==> src/hw/rtl/motion_window_direction_classifier_core_defines.svh <==
// Assertion macros for the RTL of the classifier core; mwdc_back.sv includes them.
`ifndef MOTION_WINDOW_DIRECTION_CLASSIFIER_CORE_DEFINES_SVH
`define MOTION_WINDOW_DIRECTION_CLASSIFIER_CORE_DEFINES_SVH

`define MWDC_ASSERT_ALWAYS(label, cond, msg) \
    label: assert property (@(posedge i_clk) disable iff (!i_rst_n) (cond)) \
        else $error(msg);

`define MWDC_ASSERT_IMPLY(label, ante, cons, msg) \
    label: assert property (@(posedge i_clk) disable iff (!i_rst_n) (ante) |-> (cons)) \
        else $error(msg);

`define MWDC_ASSERT_NEXT(label, ante, cons, msg) \
    label: assert property (@(posedge i_clk) disable iff (!i_rst_n) (ante) |=> (cons)) \
        else $error(msg);

`endif

==> src/hw/rtl/mwdc_pkg.sv <==
`timescale 1ns / 1ps
package mwdc_pkg;

    localparam int SAMPLE_BITS    = 24;
    localparam int COUNT_BITS     = 16;
    localparam int THR_BITS       = 23;
    localparam int LEN_BITS       = 6;
    localparam int CFG_DATA_BITS  = 23;
    localparam int CFG_IDX_BITS   = 2;
    localparam int WINDOW_MAX_DEF = 32;
    localparam int QUEUE_DEPTH    = 2;

    localparam logic [CFG_IDX_BITS-1:0] CFG_THRESHOLD  = 2'd0;
    localparam logic [CFG_IDX_BITS-1:0] CFG_WINDOW_LEN = 2'd1;

    localparam logic [THR_BITS-1:0] THR_RESET = 23'd16;
    localparam logic [LEN_BITS-1:0] LEN_RESET = 6'd8;

    typedef enum logic [3:0] {
        DIR_NONE       = 4'd0,
        DIR_DOWN_LEFT  = 4'd1,
        DIR_UP_LEFT    = 4'd2,
        DIR_DOWN_RIGHT = 4'd3,
        DIR_UP_RIGHT   = 4'd4,
        DIR_RIGHT      = 4'd5,
        DIR_LEFT       = 4'd6,
        DIR_UP         = 4'd7,
        DIR_DOWN       = 4'd8
    } t_dir;

    typedef struct packed {
        logic signed [SAMPLE_BITS-1:0] motion_x_total;
        logic signed [SAMPLE_BITS-1:0] motion_y_total;
        logic [COUNT_BITS-1:0]         point_count;
    } t_item;

    typedef struct packed {
        t_dir                          direction;
        logic signed [SAMPLE_BITS-1:0] mean_x;
        logic signed [SAMPLE_BITS-1:0] mean_y;
        logic                          zero_count_flag;
    } t_result;

    typedef struct packed {
        logic signed [SAMPLE_BITS-1:0] avg_x;
        logic signed [SAMPLE_BITS-1:0] avg_y;
        logic                          zero_count_flag;
    } t_avg;

    typedef struct packed {
        logic [THR_BITS-1:0] thr;
        logic [LEN_BITS-1:0] wlen;
        logic                clear;
    } t_win_cfg;

    typedef enum logic [1:0] {
        F_IDLE,
        F_DIV,
        F_PUSH
    } t_front_state;

    typedef enum logic [1:0] {
        B_IDLE,
        B_UPD,
        B_DIV,
        B_OUT
    } t_back_state;

endpackage

==> src/hw/rtl/motion_window_direction_classifier_core.sv <==
`timescale 1ns / 1ps
// The bit-serial divide of the window sums in the back stage bounds the item rate; the
// front divide of the motion sums works on the next item while the back handles the last.
// Reset is synchronous and active low; it empties the window and both queues and
// restores the threshold to 16 and the window length to 8.
module motion_window_direction_classifier_core #(
    parameter int WINDOW_MAX = mwdc_pkg::WINDOW_MAX_DEF
) (
    input  logic                                 i_clk,
    input  logic                                 i_rst_n,
    input  logic                                 push,
    output logic                                 full,
    input  mwdc_pkg::t_item                      i_item,
    output logic                                 empty,
    input  logic                                 pop,
    output mwdc_pkg::t_result                    o_result,
    input  logic                                 i_cfg_we,
    input  logic [mwdc_pkg::CFG_IDX_BITS-1:0]    i_cfg_idx,
    input  logic [mwdc_pkg::CFG_DATA_BITS-1:0]   i_cfg_data
);

    import mwdc_pkg::*;

    logic [THR_BITS-1:0] r_thr;
    logic [LEN_BITS-1:0] r_wlen;
    t_win_cfg            win_cfg;
    logic                mid_push, mid_full, mid_pop, mid_empty;
    t_avg                mid_in, mid_out;
    logic                res_push, res_full;
    t_result             res_in;

    always_ff @(posedge i_clk) begin
        if (!i_rst_n) begin
            r_thr  <= THR_RESET;
            r_wlen <= LEN_RESET;
        end else if (i_cfg_we) begin
            case (i_cfg_idx)
                CFG_THRESHOLD: begin
                    r_thr <= i_cfg_data[THR_BITS-1:0];
                end
                CFG_WINDOW_LEN: begin
                    r_wlen <= i_cfg_data[LEN_BITS-1:0];
                end
                default: begin
                end
            endcase
        end
    end

    // Any write of the window length empties the window.
    always_comb begin
        win_cfg.thr   = r_thr;
        win_cfg.wlen  = r_wlen;
        win_cfg.clear = i_cfg_we && (i_cfg_idx == CFG_WINDOW_LEN);
    end

    mwdc_front u_front (
        .i_clk    (i_clk),
        .i_rst_n  (i_rst_n),
        .i_push   (push),
        .i_item   (i_item),
        .o_full   (full),
        .o_q_push (mid_push),
        .o_q_data (mid_in),
        .i_q_full (mid_full)
    );

    mwdc_fifo #(
        .T     (t_avg),
        .DEPTH (QUEUE_DEPTH)
    ) u_mid_queue (
        .i_clk   (i_clk),
        .i_rst_n (i_rst_n),
        .i_push  (mid_push),
        .i_data  (mid_in),
        .o_full  (mid_full),
        .i_pop   (mid_pop),
        .o_data  (mid_out),
        .o_empty (mid_empty)
    );

    mwdc_back #(
        .WINDOW_MAX (WINDOW_MAX)
    ) u_back (
        .i_clk     (i_clk),
        .i_rst_n   (i_rst_n),
        .i_cfg     (win_cfg),
        .i_q_empty (mid_empty),
        .o_q_pop   (mid_pop),
        .i_q_data  (mid_out),
        .o_r_push  (res_push),
        .o_r_data  (res_in),
        .i_r_full  (res_full)
    );

    mwdc_fifo #(
        .T     (t_result),
        .DEPTH (QUEUE_DEPTH)
    ) u_res_queue (
        .i_clk   (i_clk),
        .i_rst_n (i_rst_n),
        .i_push  (res_push),
        .i_data  (res_in),
        .o_full  (res_full),
        .i_pop   (pop),
        .o_data  (o_result),
        .o_empty (empty)
    );

endmodule

==> src/hw/rtl/mwdc_div.sv <==
`timescale 1ns / 1ps
module mwdc_div #(
    parameter int NUM_W = 24,
    parameter int DEN_W = 16
) (
    input  logic                    i_clk,
    input  logic                    i_rst_n,
    input  logic                    i_start,
    input  logic signed [NUM_W-1:0] i_num,
    input  logic [DEN_W-1:0]        i_den,
    output logic                    o_done,
    output logic signed [NUM_W-1:0] o_quot
);

    localparam int CNT_W = $clog2(NUM_W + 1);

    logic             r_busy, n_busy;
    logic             r_done, n_done;
    logic             r_neg, n_neg;
    logic [NUM_W-1:0] r_q, n_q;
    logic [DEN_W-1:0] r_rem, n_rem;
    logic [DEN_W-1:0] r_den, n_den;
    logic [CNT_W-1:0] r_cnt, n_cnt;
    logic [DEN_W:0]   shifted;
    logic [DEN_W:0]   trial;

    // Restoring division of the magnitude, one quotient bit per cycle.
    always_comb begin
        n_busy  = r_busy;
        n_done  = 1'b0;
        n_neg   = r_neg;
        n_q     = r_q;
        n_rem   = r_rem;
        n_den   = r_den;
        n_cnt   = r_cnt;
        shifted = {r_rem, r_q[NUM_W-1]};
        trial   = shifted - {1'b0, r_den};
        if (i_start) begin
            n_busy = 1'b1;
            n_neg  = i_num[NUM_W-1];
            n_q    = i_num[NUM_W-1] ? NUM_W'(-i_num) : NUM_W'(i_num);
            n_rem  = '0;
            n_den  = i_den;
            n_cnt  = CNT_W'(NUM_W);
        end else if (r_busy) begin
            if (shifted >= {1'b0, r_den}) begin
                n_rem = trial[DEN_W-1:0];
                n_q   = {r_q[NUM_W-2:0], 1'b1};
            end else begin
                n_rem = shifted[DEN_W-1:0];
                n_q   = {r_q[NUM_W-2:0], 1'b0};
            end
            n_cnt = r_cnt - CNT_W'(1);
            if (r_cnt == CNT_W'(1)) begin
                n_busy = 1'b0;
                n_done = 1'b1;
            end
        end
    end

    always_ff @(posedge i_clk) begin
        if (!i_rst_n) begin
            r_busy <= 1'b0;
            r_done <= 1'b0;
            r_cnt  <= '0;
        end else begin
            r_busy <= n_busy;
            r_done <= n_done;
            r_cnt  <= n_cnt;
        end
    end

    always_ff @(posedge i_clk) begin
        r_neg <= n_neg;
        r_q   <= n_q;
        r_rem <= n_rem;
        r_den <= n_den;
    end

    assign o_done = r_done;
    assign o_quot = r_neg ? -$signed(r_q) : $signed(r_q);

endmodule

==> src/hw/rtl/mwdc_fifo.sv <==
`timescale 1ns / 1ps
module mwdc_fifo #(
    parameter type T     = logic,
    parameter int  DEPTH = 2
) (
    input  logic i_clk,
    input  logic i_rst_n,
    input  logic i_push,
    input  T     i_data,
    output logic o_full,
    input  logic i_pop,
    output T     o_data,
    output logic o_empty
);

    localparam int PW = (DEPTH > 1) ? $clog2(DEPTH) : 1;
    localparam int CW = $clog2(DEPTH + 1);

    T              r_mem [DEPTH];
    logic [PW-1:0] r_wr, n_wr;
    logic [PW-1:0] r_rd, n_rd;
    logic [CW-1:0] r_cnt, n_cnt;
    logic          do_push;
    logic          do_pop;

    assign o_full  = (r_cnt == CW'(DEPTH));
    assign o_empty = (r_cnt == '0);
    assign o_data  = r_mem[r_rd];

    always_comb begin
        do_push = i_push && !o_full;
        do_pop  = i_pop && !o_empty;
        n_wr    = r_wr;
        n_rd    = r_rd;
        if (do_push) begin
            n_wr = (r_wr == PW'(DEPTH - 1)) ? '0 : r_wr + PW'(1);
        end
        if (do_pop) begin
            n_rd = (r_rd == PW'(DEPTH - 1)) ? '0 : r_rd + PW'(1);
        end
        n_cnt = r_cnt + CW'(do_push) - CW'(do_pop);
    end

    always_ff @(posedge i_clk) begin
        if (!i_rst_n) begin
            r_wr  <= '0;
            r_rd  <= '0;
            r_cnt <= '0;
        end else begin
            r_wr  <= n_wr;
            r_rd  <= n_rd;
            r_cnt <= n_cnt;
        end
    end

    always_ff @(posedge i_clk) begin
        if (do_push) begin
            r_mem[r_wr] <= i_data;
        end
    end

endmodule

==> src/hw/rtl/mwdc_front.sv <==
`timescale 1ns / 1ps
module mwdc_front (
    input  logic            i_clk,
    input  logic            i_rst_n,
    input  logic            i_push,
    input  mwdc_pkg::t_item i_item,
    output logic            o_full,
    output logic            o_q_push,
    output mwdc_pkg::t_avg  o_q_data,
    input  logic            i_q_full
);

    import mwdc_pkg::*;

    t_front_state                  r_state, n_state;
    logic                          accept;
    logic                          done_x, done_y;
    logic signed [SAMPLE_BITS-1:0] quot_x, quot_y;
    logic                          r_flag;
    t_avg                          r_avg;

    assign accept = i_push && (r_state == F_IDLE);

    mwdc_div #(
        .NUM_W (SAMPLE_BITS),
        .DEN_W (COUNT_BITS)
    ) u_div_x (
        .i_clk   (i_clk),
        .i_rst_n (i_rst_n),
        .i_start (accept),
        .i_num   (i_item.motion_x_total),
        .i_den   (i_item.point_count),
        .o_done  (done_x),
        .o_quot  (quot_x)
    );

    mwdc_div #(
        .NUM_W (SAMPLE_BITS),
        .DEN_W (COUNT_BITS)
    ) u_div_y (
        .i_clk   (i_clk),
        .i_rst_n (i_rst_n),
        .i_start (accept),
        .i_num   (i_item.motion_y_total),
        .i_den   (i_item.point_count),
        .o_done  (done_y),
        .o_quot  (quot_y)
    );

    always_comb begin
        n_state = r_state;
        case (r_state)
            F_IDLE: begin
                if (accept) begin
                    n_state = F_DIV;
                end
            end
            F_DIV: begin
                if (done_x && done_y) begin
                    n_state = F_PUSH;
                end
            end
            F_PUSH: begin
                if (!i_q_full) begin
                    n_state = F_IDLE;
                end
            end
            default: begin
                n_state = F_IDLE;
            end
        endcase
    end

    always_comb begin
        o_full   = (r_state != F_IDLE);
        o_q_push = (r_state == F_PUSH) && !i_q_full;
        o_q_data = r_avg;
    end

    always_ff @(posedge i_clk) begin
        if (!i_rst_n) begin
            r_state <= F_IDLE;
        end else begin
            r_state <= n_state;
        end
    end

    // A zero point count stores zero motion in place of the quotient.
    always_ff @(posedge i_clk) begin
        if (accept) begin
            r_flag <= (i_item.point_count == '0);
        end
        if ((r_state == F_DIV) && done_x && done_y) begin
            r_avg.avg_x           <= r_flag ? '0 : quot_x;
            r_avg.avg_y           <= r_flag ? '0 : quot_y;
            r_avg.zero_count_flag <= r_flag;
        end
    end

endmodule

==> src/hw/rtl/mwdc_back.sv <==
`timescale 1ns / 1ps
`include "motion_window_direction_classifier_core_defines.svh"
module mwdc_back #(
    parameter int WINDOW_MAX = mwdc_pkg::WINDOW_MAX_DEF
) (
    input  logic               i_clk,
    input  logic               i_rst_n,
    input  mwdc_pkg::t_win_cfg i_cfg,
    input  logic               i_q_empty,
    output logic               o_q_pop,
    input  mwdc_pkg::t_avg     i_q_data,
    output logic               o_r_push,
    output mwdc_pkg::t_result  o_r_data,
    input  logic               i_r_full
);

    import mwdc_pkg::*;

    localparam int IDX_W = (WINDOW_MAX > 1) ? $clog2(WINDOW_MAX) : 1;
    localparam int LCW   = ($clog2(WINDOW_MAX + 1) > LEN_BITS) ? $clog2(WINDOW_MAX + 1)
                                                               : LEN_BITS;
    localparam int SUM_W = SAMPLE_BITS + $clog2(WINDOW_MAX);

    t_back_state                   r_state, n_state;
    logic signed [SAMPLE_BITS-1:0] r_hist_x [WINDOW_MAX];
    logic signed [SAMPLE_BITS-1:0] r_hist_y [WINDOW_MAX];
    logic signed [SAMPLE_BITS-1:0] r_old_x, r_old_y;
    logic signed [SAMPLE_BITS-1:0] r_ax, r_ay;
    logic signed [SAMPLE_BITS-1:0] r_mx, r_my;
    logic                          r_flag;
    logic [IDX_W-1:0]              r_slot, n_slot;
    logic [LCW-1:0]                r_fill, n_fill;
    logic signed [SUM_W-1:0]       r_sum_x, n_sum_x;
    logic signed [SUM_W-1:0]       r_sum_y, n_sum_y;
    logic [LCW-1:0]                len_raw, win_len;
    logic [LCW:0]                  old_wide;
    logic [IDX_W-1:0]              old_idx;
    logic                          drop;
    logic                          div_start;
    logic                          div_done_x, div_done_y;
    logic signed [SUM_W-1:0]       quot_x, quot_y;

    function automatic t_dir classify(input logic signed [SAMPLE_BITS-1:0] mx,
                                      input logic signed [SAMPLE_BITS-1:0] my,
                                      input logic [THR_BITS-1:0]           thr);
        logic signed [SAMPLE_BITS:0] t_pos, t_neg, ex, ey;
        logic                        xp, xn, yp, yn;
        t_dir                        d;
        t_pos = $signed((SAMPLE_BITS + 1)'(thr));
        t_neg = -t_pos;
        ex    = (SAMPLE_BITS + 1)'(mx);
        ey    = (SAMPLE_BITS + 1)'(my);
        xp    = ex > t_pos;
        xn    = ex < t_neg;
        yp    = ey > t_pos;
        yn    = ey < t_neg;
        if (xp && yp) begin
            d = DIR_DOWN_LEFT;
        end else if (xp && yn) begin
            d = DIR_UP_LEFT;
        end else if (xn && yp) begin
            d = DIR_DOWN_RIGHT;
        end else if (xn && yn) begin
            d = DIR_UP_RIGHT;
        end else if (xn) begin
            d = DIR_RIGHT;
        end else if (xp) begin
            d = DIR_LEFT;
        end else if (yn) begin
            d = DIR_UP;
        end else if (yp) begin
            d = DIR_DOWN;
        end else begin
            d = DIR_NONE;
        end
        return d;
    endfunction

    // Window length clamped to the range the ring can hold.
    always_comb begin
        len_raw = LCW'(i_cfg.wlen);
        if (len_raw == '0) begin
            win_len = LCW'(1);
        end else if (len_raw > LCW'(WINDOW_MAX)) begin
            win_len = LCW'(WINDOW_MAX);
        end else begin
            win_len = len_raw;
        end
        old_wide = (LCW + 1)'(r_slot) + (LCW + 1)'(WINDOW_MAX) - (LCW + 1)'(win_len);
        if (old_wide >= (LCW + 1)'(WINDOW_MAX)) begin
            old_wide = old_wide - (LCW + 1)'(WINDOW_MAX);
        end
        old_idx = old_wide[IDX_W-1:0];
    end

    // The oldest entry leaves the sums once the window is full.
    always_comb begin
        drop    = (r_fill >= win_len);
        n_sum_x = r_sum_x - (drop ? SUM_W'(r_old_x) : '0) + SUM_W'(r_ax);
        n_sum_y = r_sum_y - (drop ? SUM_W'(r_old_y) : '0) + SUM_W'(r_ay);
        n_fill  = drop ? win_len : r_fill + LCW'(1);
        n_slot  = (r_slot == IDX_W'(WINDOW_MAX - 1)) ? '0 : r_slot + IDX_W'(1);
    end

    mwdc_div #(
        .NUM_W (SUM_W),
        .DEN_W (LCW)
    ) u_div_x (
        .i_clk   (i_clk),
        .i_rst_n (i_rst_n),
        .i_start (div_start),
        .i_num   (n_sum_x),
        .i_den   (n_fill),
        .o_done  (div_done_x),
        .o_quot  (quot_x)
    );

    mwdc_div #(
        .NUM_W (SUM_W),
        .DEN_W (LCW)
    ) u_div_y (
        .i_clk   (i_clk),
        .i_rst_n (i_rst_n),
        .i_start (div_start),
        .i_num   (n_sum_y),
        .i_den   (n_fill),
        .o_done  (div_done_y),
        .o_quot  (quot_y)
    );

    always_comb begin
        n_state = r_state;
        case (r_state)
            B_IDLE: begin
                if (!i_q_empty) begin
                    n_state = B_UPD;
                end
            end
            B_UPD: begin
                n_state = B_DIV;
            end
            B_DIV: begin
                if (div_done_x && div_done_y) begin
                    n_state = B_OUT;
                end
            end
            B_OUT: begin
                if (!i_r_full) begin
                    n_state = B_IDLE;
                end
            end
            default: begin
                n_state = B_IDLE;
            end
        endcase
    end

    always_comb begin
        o_q_pop                  = (r_state == B_IDLE) && !i_q_empty;
        div_start                = (r_state == B_UPD);
        o_r_push                 = (r_state == B_OUT) && !i_r_full;
        o_r_data.direction       = classify(r_mx, r_my, i_cfg.thr);
        o_r_data.mean_x          = r_mx;
        o_r_data.mean_y          = r_my;
        o_r_data.zero_count_flag = r_flag;
    end

    always_ff @(posedge i_clk) begin
        if (!i_rst_n) begin
            r_state <= B_IDLE;
            r_slot  <= '0;
            r_fill  <= '0;
            r_sum_x <= '0;
            r_sum_y <= '0;
        end else begin
            r_state <= n_state;
            if (i_cfg.clear) begin
                r_slot  <= '0;
                r_fill  <= '0;
                r_sum_x <= '0;
                r_sum_y <= '0;
            end else if (r_state == B_UPD) begin
                r_slot  <= n_slot;
                r_fill  <= n_fill;
                r_sum_x <= n_sum_x;
                r_sum_y <= n_sum_y;
            end
        end
    end

    always_ff @(posedge i_clk) begin
        if (o_q_pop) begin
            r_ax    <= i_q_data.avg_x;
            r_ay    <= i_q_data.avg_y;
            r_flag  <= i_q_data.zero_count_flag;
            r_old_x <= r_hist_x[old_idx];
            r_old_y <= r_hist_y[old_idx];
        end
        if (r_state == B_UPD) begin
            r_hist_x[r_slot] <= r_ax;
            r_hist_y[r_slot] <= r_ay;
        end
        if ((r_state == B_DIV) && div_done_x && div_done_y) begin
            r_mx <= quot_x[SAMPLE_BITS-1:0];
            r_my <= quot_y[SAMPLE_BITS-1:0];
        end
    end

    `MWDC_ASSERT_ALWAYS(a_fill_in_window, r_fill <= win_len, "window fill beyond its length")
    `MWDC_ASSERT_ALWAYS(a_slot_in_ring, LCW'(r_slot) < LCW'(WINDOW_MAX), "ring slot out of range")
    `MWDC_ASSERT_NEXT(a_pop_updates, o_q_pop, r_state == B_UPD, "item popped without update")
    `MWDC_ASSERT_IMPLY(a_done_in_div, div_done_x || div_done_y, r_state == B_DIV, "stray divide")

endmodule
==> config.mk <==
export PLATFORM = sky130hd
export DESIGN_NAME = motion_window_direction_classifier_core
export DESIGN_NICKNAME = d
export VERILOG_FILES = /design/src/hw/rtl/mwdc_pkg.sv /design/src/hw/rtl/motion_window_direction_classifier_core.sv /design/src/hw/rtl/mwdc_div.sv /design/src/hw/rtl/mwdc_fifo.sv /design/src/hw/rtl/mwdc_front.sv /design/src/hw/rtl/mwdc_back.sv
export VERILOG_INCLUDE_DIRS = /design/src /design/src/hw/rtl
export SDC_FILE = /design/constraint.sdc
export NUM_CORES = 2
export LEC_CHECK = 0
export BUFFER_PORTS_ARGS = -buffer_cell sky130_fd_sc_hd__buf_2
export CAP_MARGIN = 5
export CORE_MARGIN = 2
export CORE_UTILIZATION = 57
export DETAILED_ROUTE_END_ITERATION = 16
export HOLD_SLACK_MARGIN = 0.03
export PLACE_DENSITY_LB_ADDON = 0.25
export SLEW_MARGIN = 20
export SYNTH_ARGS = -nofsm -noshare
export SYNTH_HDL_FRONTEND = slang
export SYNTH_SLANG_ARGS = --single-unit
==> constraint.sdc <==
create_clock -name i_clk -period 7.1 [get_ports i_clk]
set_clock_uncertainty 0.2 [all_clocks]
set_input_delay 0.355 -clock i_clk [delete_from_list [all_inputs] [get_ports i_clk]]
set_output_delay 0.355 -clock i_clk [all_outputs]
set_load 0.02 [all_outputs]
==> summary.md <==
| Metric | Value |
|---|---|
| CP arrival | `7000 ps` |
| Bufs and invs on worst path | `0` |
| Hold Crit Start | `i_rst_n` |
| First-pass GRT wire length | `360000 um` |
| Layout cells sized above 1 | `16.8%` |
| Finish-stage setup viols | `0` |
| Mapped Nets | `7103` |
| Hold Vio Cnt, Final | `0` |
| Grt peak-use layer | `met2` |
| Status | `completed` |
| Post-Route WL | `238000 um` |
| Mapped cell area | `99400 um^2` |
| Relative slew slack | `21.9%` |
| Setup TNS | `0 ps` |
| Crit path cell chain | `nor4_1 -> nor2_1 -> nor2_1 -> ha_1 -> nand2b_1 -> a21oi_1 -> o21ai_0 -> a21o_1 -> a21o_4 -> and2_1 -> fa_1 -> fa_1 -> nor2b_1 -> o211ai_1 -> a211o_1 -> a31oi_1 -> o21ai_0 -> a221oi_2 -> o2111ai_2 -> nor4b_1 -> mux2_1 -> a221o_1` |
| Hold WC Path Type | `input port to flop` |
| CP required | `7470 ps` |
| Critical path type | `flop to flop` |
| Worst-skew pair later-pin latency | `870 ps` |
| Routed WL per cell | `24.8 um` |
| Post-CTS Setup Bufs | `0` |
| Met1 Use GR | `36.6%` |
| Rows | `153` |
| DRC Markers | `0` |
| CP max stage delay | `490 ps` |
| Ports | `149` |
| YS warnings | `0` |
| Antenna violations before repair | `8` |
| First-pass iteration count of the detailed router | `6` |
| Met3 usage | `4.99%` |
| RSZ-0062 raised after global routing | `false` |
| Maximum clock rate | `151 MHz` |
| Gate Count Post-Synth | `6710` |
| CTS tree | `done` |
| Initial Util | `57.3%` |
| Static Leakage | `0.0391 uW` |
| R2r endpoint | `u_back.u_div_x.r_q[24]` |
| Met2 global-route usage | `44.4%` |
| Min cycle time layout | `6630 ps` |
| Crit path capture type | `flop` |
| Worst R2R Setup Slack | `470 ps` |
| Synth Flop Type | `edfxtp_1` |
| Worst setup margin | `468 ps` |
| EDFF count, synth | `2067` |
| Worst hold path cell count | `3` |
| RR Startpoint | `r_wlen[1]` |
| Vias post-DR | `59000` |
| Antenna Cells | `0` |
| Most frequent cells in the layout | `edfxtp_1 (2067), nand2_1 (700), mux4_2 (384)` |
| WHS | `149 ps` |
| Vias in the first global route | `58200` |
| Worst-path clk slew | `60 ps` |
| Period utilization | `93.4%` |
| Mapped Avg Cell Area | `14.8 um^2` |
| Die Height | `422 um` |
| Total CTS buffers | `217` |
| # fillers | `12000` |
| 1st-iter DRT viols | `6778` |
| Remaining global-route overflow | `0` |
| Total GRT Usage | `26.8%` |
| R2R depth | `22` |
| Worst slew pin tran | `1170 ps` |
| Core Area | `174000 um^2` |
| Hold endpoint | `u_front.u_div_y.r_busy` |
| Worst IR Drop VDD | `0.000353 V` |
| Longest Clk Path Bufs | `3` |
| Final net count | `7493` |
| Most common cell after layout, fill and taps aside | `edfxtp_1` |
| Max_cap viols | `0` |
| Yosys reg bits | `2250` |
| Sink Count | `2250` |
| Largest net degree at the start of global routing | `119` |
| Crit path launch type | `flop` |
| Die area | `178000 um^2` |
| I/O Buffers | `148` |
| Die width | `422 um` |
| Clock root cell | `clkbuf_16` |
| Area Growth Syn to Fin | `13.3%` |
| H-tree levels | `4` |
| Via density | `6.14` |
| Pre-CTS setup slack | `302 ps` |
| Antenna-violating nets left | `0` |
| Count of unique library cells instantiated by Yosys | `97` |
| Placer Congestion | `0.905` |
| Sequential-to-total area share from yosys stat | `66.1%` |
| Async S/R FF share, synth | `0%` |
| Critical path's top delay family | `compound AO/OA/AOI/OAI gates` |
| Power Dens Cells | `412 nW/um^2` |
| Slew Limit Fails | `0` |
| Dpl hpwl | `138000 um` |
| Crit path max-delay cell type | `fa_1` |
| CP max FO | `46` |
worst max-delay path by stage:
stage	slack, ps	startpoint	end	cells after the start
after global routing	20	r_wlen[1]	u_back.u_div_y.r_q[1]	24
after floorplan	500	u_back.r_state[0]	u_mid_queue.r_cnt[1]	9
final	470	r_wlen[1]	u_back.u_div_x.r_q[24]	22
after CTS	270	r_wlen[1]	u_back.u_div_x.r_q[24]	23
after detailed placement	300	r_wlen[1]	u_back.u_div_x.r_q[24]	23
after global placement	430	r_wlen[1]	u_back.u_div_x.r_q[24]	23
layout make-up:
| class | instances | area, um^2 | share of cell area, % |
|---|---|---|---|
| sequential | 2250 | 65700 | 58.4 |
| multi-input combinational | 3807 | 31600 | 28.1 |
| clock buffer | 262 | 5660 | 5.02 |
| timing repair buffer | 479 | 3950 | 3.51 |
| tap | 2325 | 2910 | 2.58 |
| clock inverter | 144 | 1480 | 1.31 |
| inverter | 345 | 1290 | 1.15 |
cell families (layout without fill, tap and decap cells):
family | after synthesis | after routing | share of synthesized area (%)
and+or+nand+nor | 1808 | 1808 | 8.44
muxes | 577 | 577 | 10.8
buffers and inverters | 653 | 1230 | 2.48
adders and majority gates | 300 | 300 | 4.23
DFF | 2250 | 2250 | 66.1
AOI/OAI and AO/OA | 844 | 844 | 5.48
xor gates and xnor gates | 278 | 278 | 2.46
power breakdown:
| group | internal (uW) | switching [uW] |
|---|---|---|
| sequential | 16400 | 744 |
| combinational | 7020 | 10800 |
| clock | 6470 | 5000 |
flip-flops by register name, indices dropped and copies added (netlist names), 24 cells and up, named ones only:
signal               cells
u_front.o_q_data        49
u_back.r_mx             24
u_back.r_sum_x          29
u_back.r_old_x          24
u_back.r_sum_y          29
u_mid_queue.r_mem       98
u_back.r_ax             24
u_back.r_hist_x        768
u_back.r_hist_y        768
u_res_queue.r_mem      106
u_back.r_ay             24
u_back.r_old_y          24
u_back.u_div_y.r_q      29
u_front.u_div_y.r_q     24
u_back.r_my             24
u_front.u_div_x.r_q     24
u_back.u_div_x.r_q      29
per-stage QoR:
step,utilization (%),std cells,power (uW),instance area [um^2]
final,64.9,9612,46400,113000
after global routing,64.9,9612,49100,113000
after CTS,64.9,9612,46500,113000
after detailed placement,59.8,9042,35000,104000
after global placement,59.8,9040,34700,104000
after floorplan,-,6710,30200,99400
timing repair:
| item | 4_1_cts | 5_1_grt |
|---|---|---|
| endpoints found under the hold margin | 133 | 0 |
| hold buffers | 164 | 0 |
| gates resized for setup | 0 | 3 |
| endpoints found under the setup margin | 0 | 13 |
per-layer routing:
metal | wire (um) | share of wire [%] | vias up
met5 | 39 | 0.016 | -
met4 | 6220 | 2.6 | 6
met3 | 21500 | 9.0 | 418
met2 | 117000 | 49 | 2807
met1 | 93700 | 39 | 29500
li1 | - | - | 26200
cell usage after synthesis, drive strengths merged (15+ instances only):
library cell | number | area [um^2]
fa | 61 | 1220
or2 | 15 | 93.8
mux2i | 81 | 811
mux4 | 384 | 8650
o211ai | 21 | 163
o31ai | 37 | 278
o21ai | 247 | 1240
nor2b | 52 | 325
inv | 345 | 1290
buf | 79 | 310
nand2b | 33 | 206
nor3 | 80 | 405
o21a | 29 | 218
nor2 | 341 | 1280
and3 | 21 | 131
nand2 | 702 | 2640
xnor2 | 158 | 1390
a211oi | 36 | 280
o41ai | 29 | 280
edfxtp | 2067 | 62100
or3 | 54 | 343
and2 | 70 | 438
or4 | 27 | 203
a21o | 68 | 510
mux2 | 112 | 1260
clkbuf | 229 | 860
nand4 | 36 | 225
a31oi | 28 | 190
nor4 | 31 | 200
ha | 238 | 2980
dfxtp | 183 | 3660
a21oi | 214 | 1090
a21boi | 38 | 285
xor2 | 120 | 1050
nand3 | 300 | 1500
worst reg2reg max path: stages, from the launching register on:
cell       delay, ps
dfxtp_1          320
nor4_1           270
nor2_1            60
nor2_1           140
ha_1             250
nand2b_1         140
a21oi_1          140
o21ai_0          170
a21o_1           230
a21o_4           350
and2_1           240
fa_1             480
fa_1             490
nor2b_1          230
o211ai_1         190
a211o_1          380
a31oi_1          330
o21ai_0          170
a221oi_2         370
o2111ai_2        270
nor4b_1          360
mux2_1           370
a221o_1          250
No activity file was read; power rests on OpenSTA's default activity.
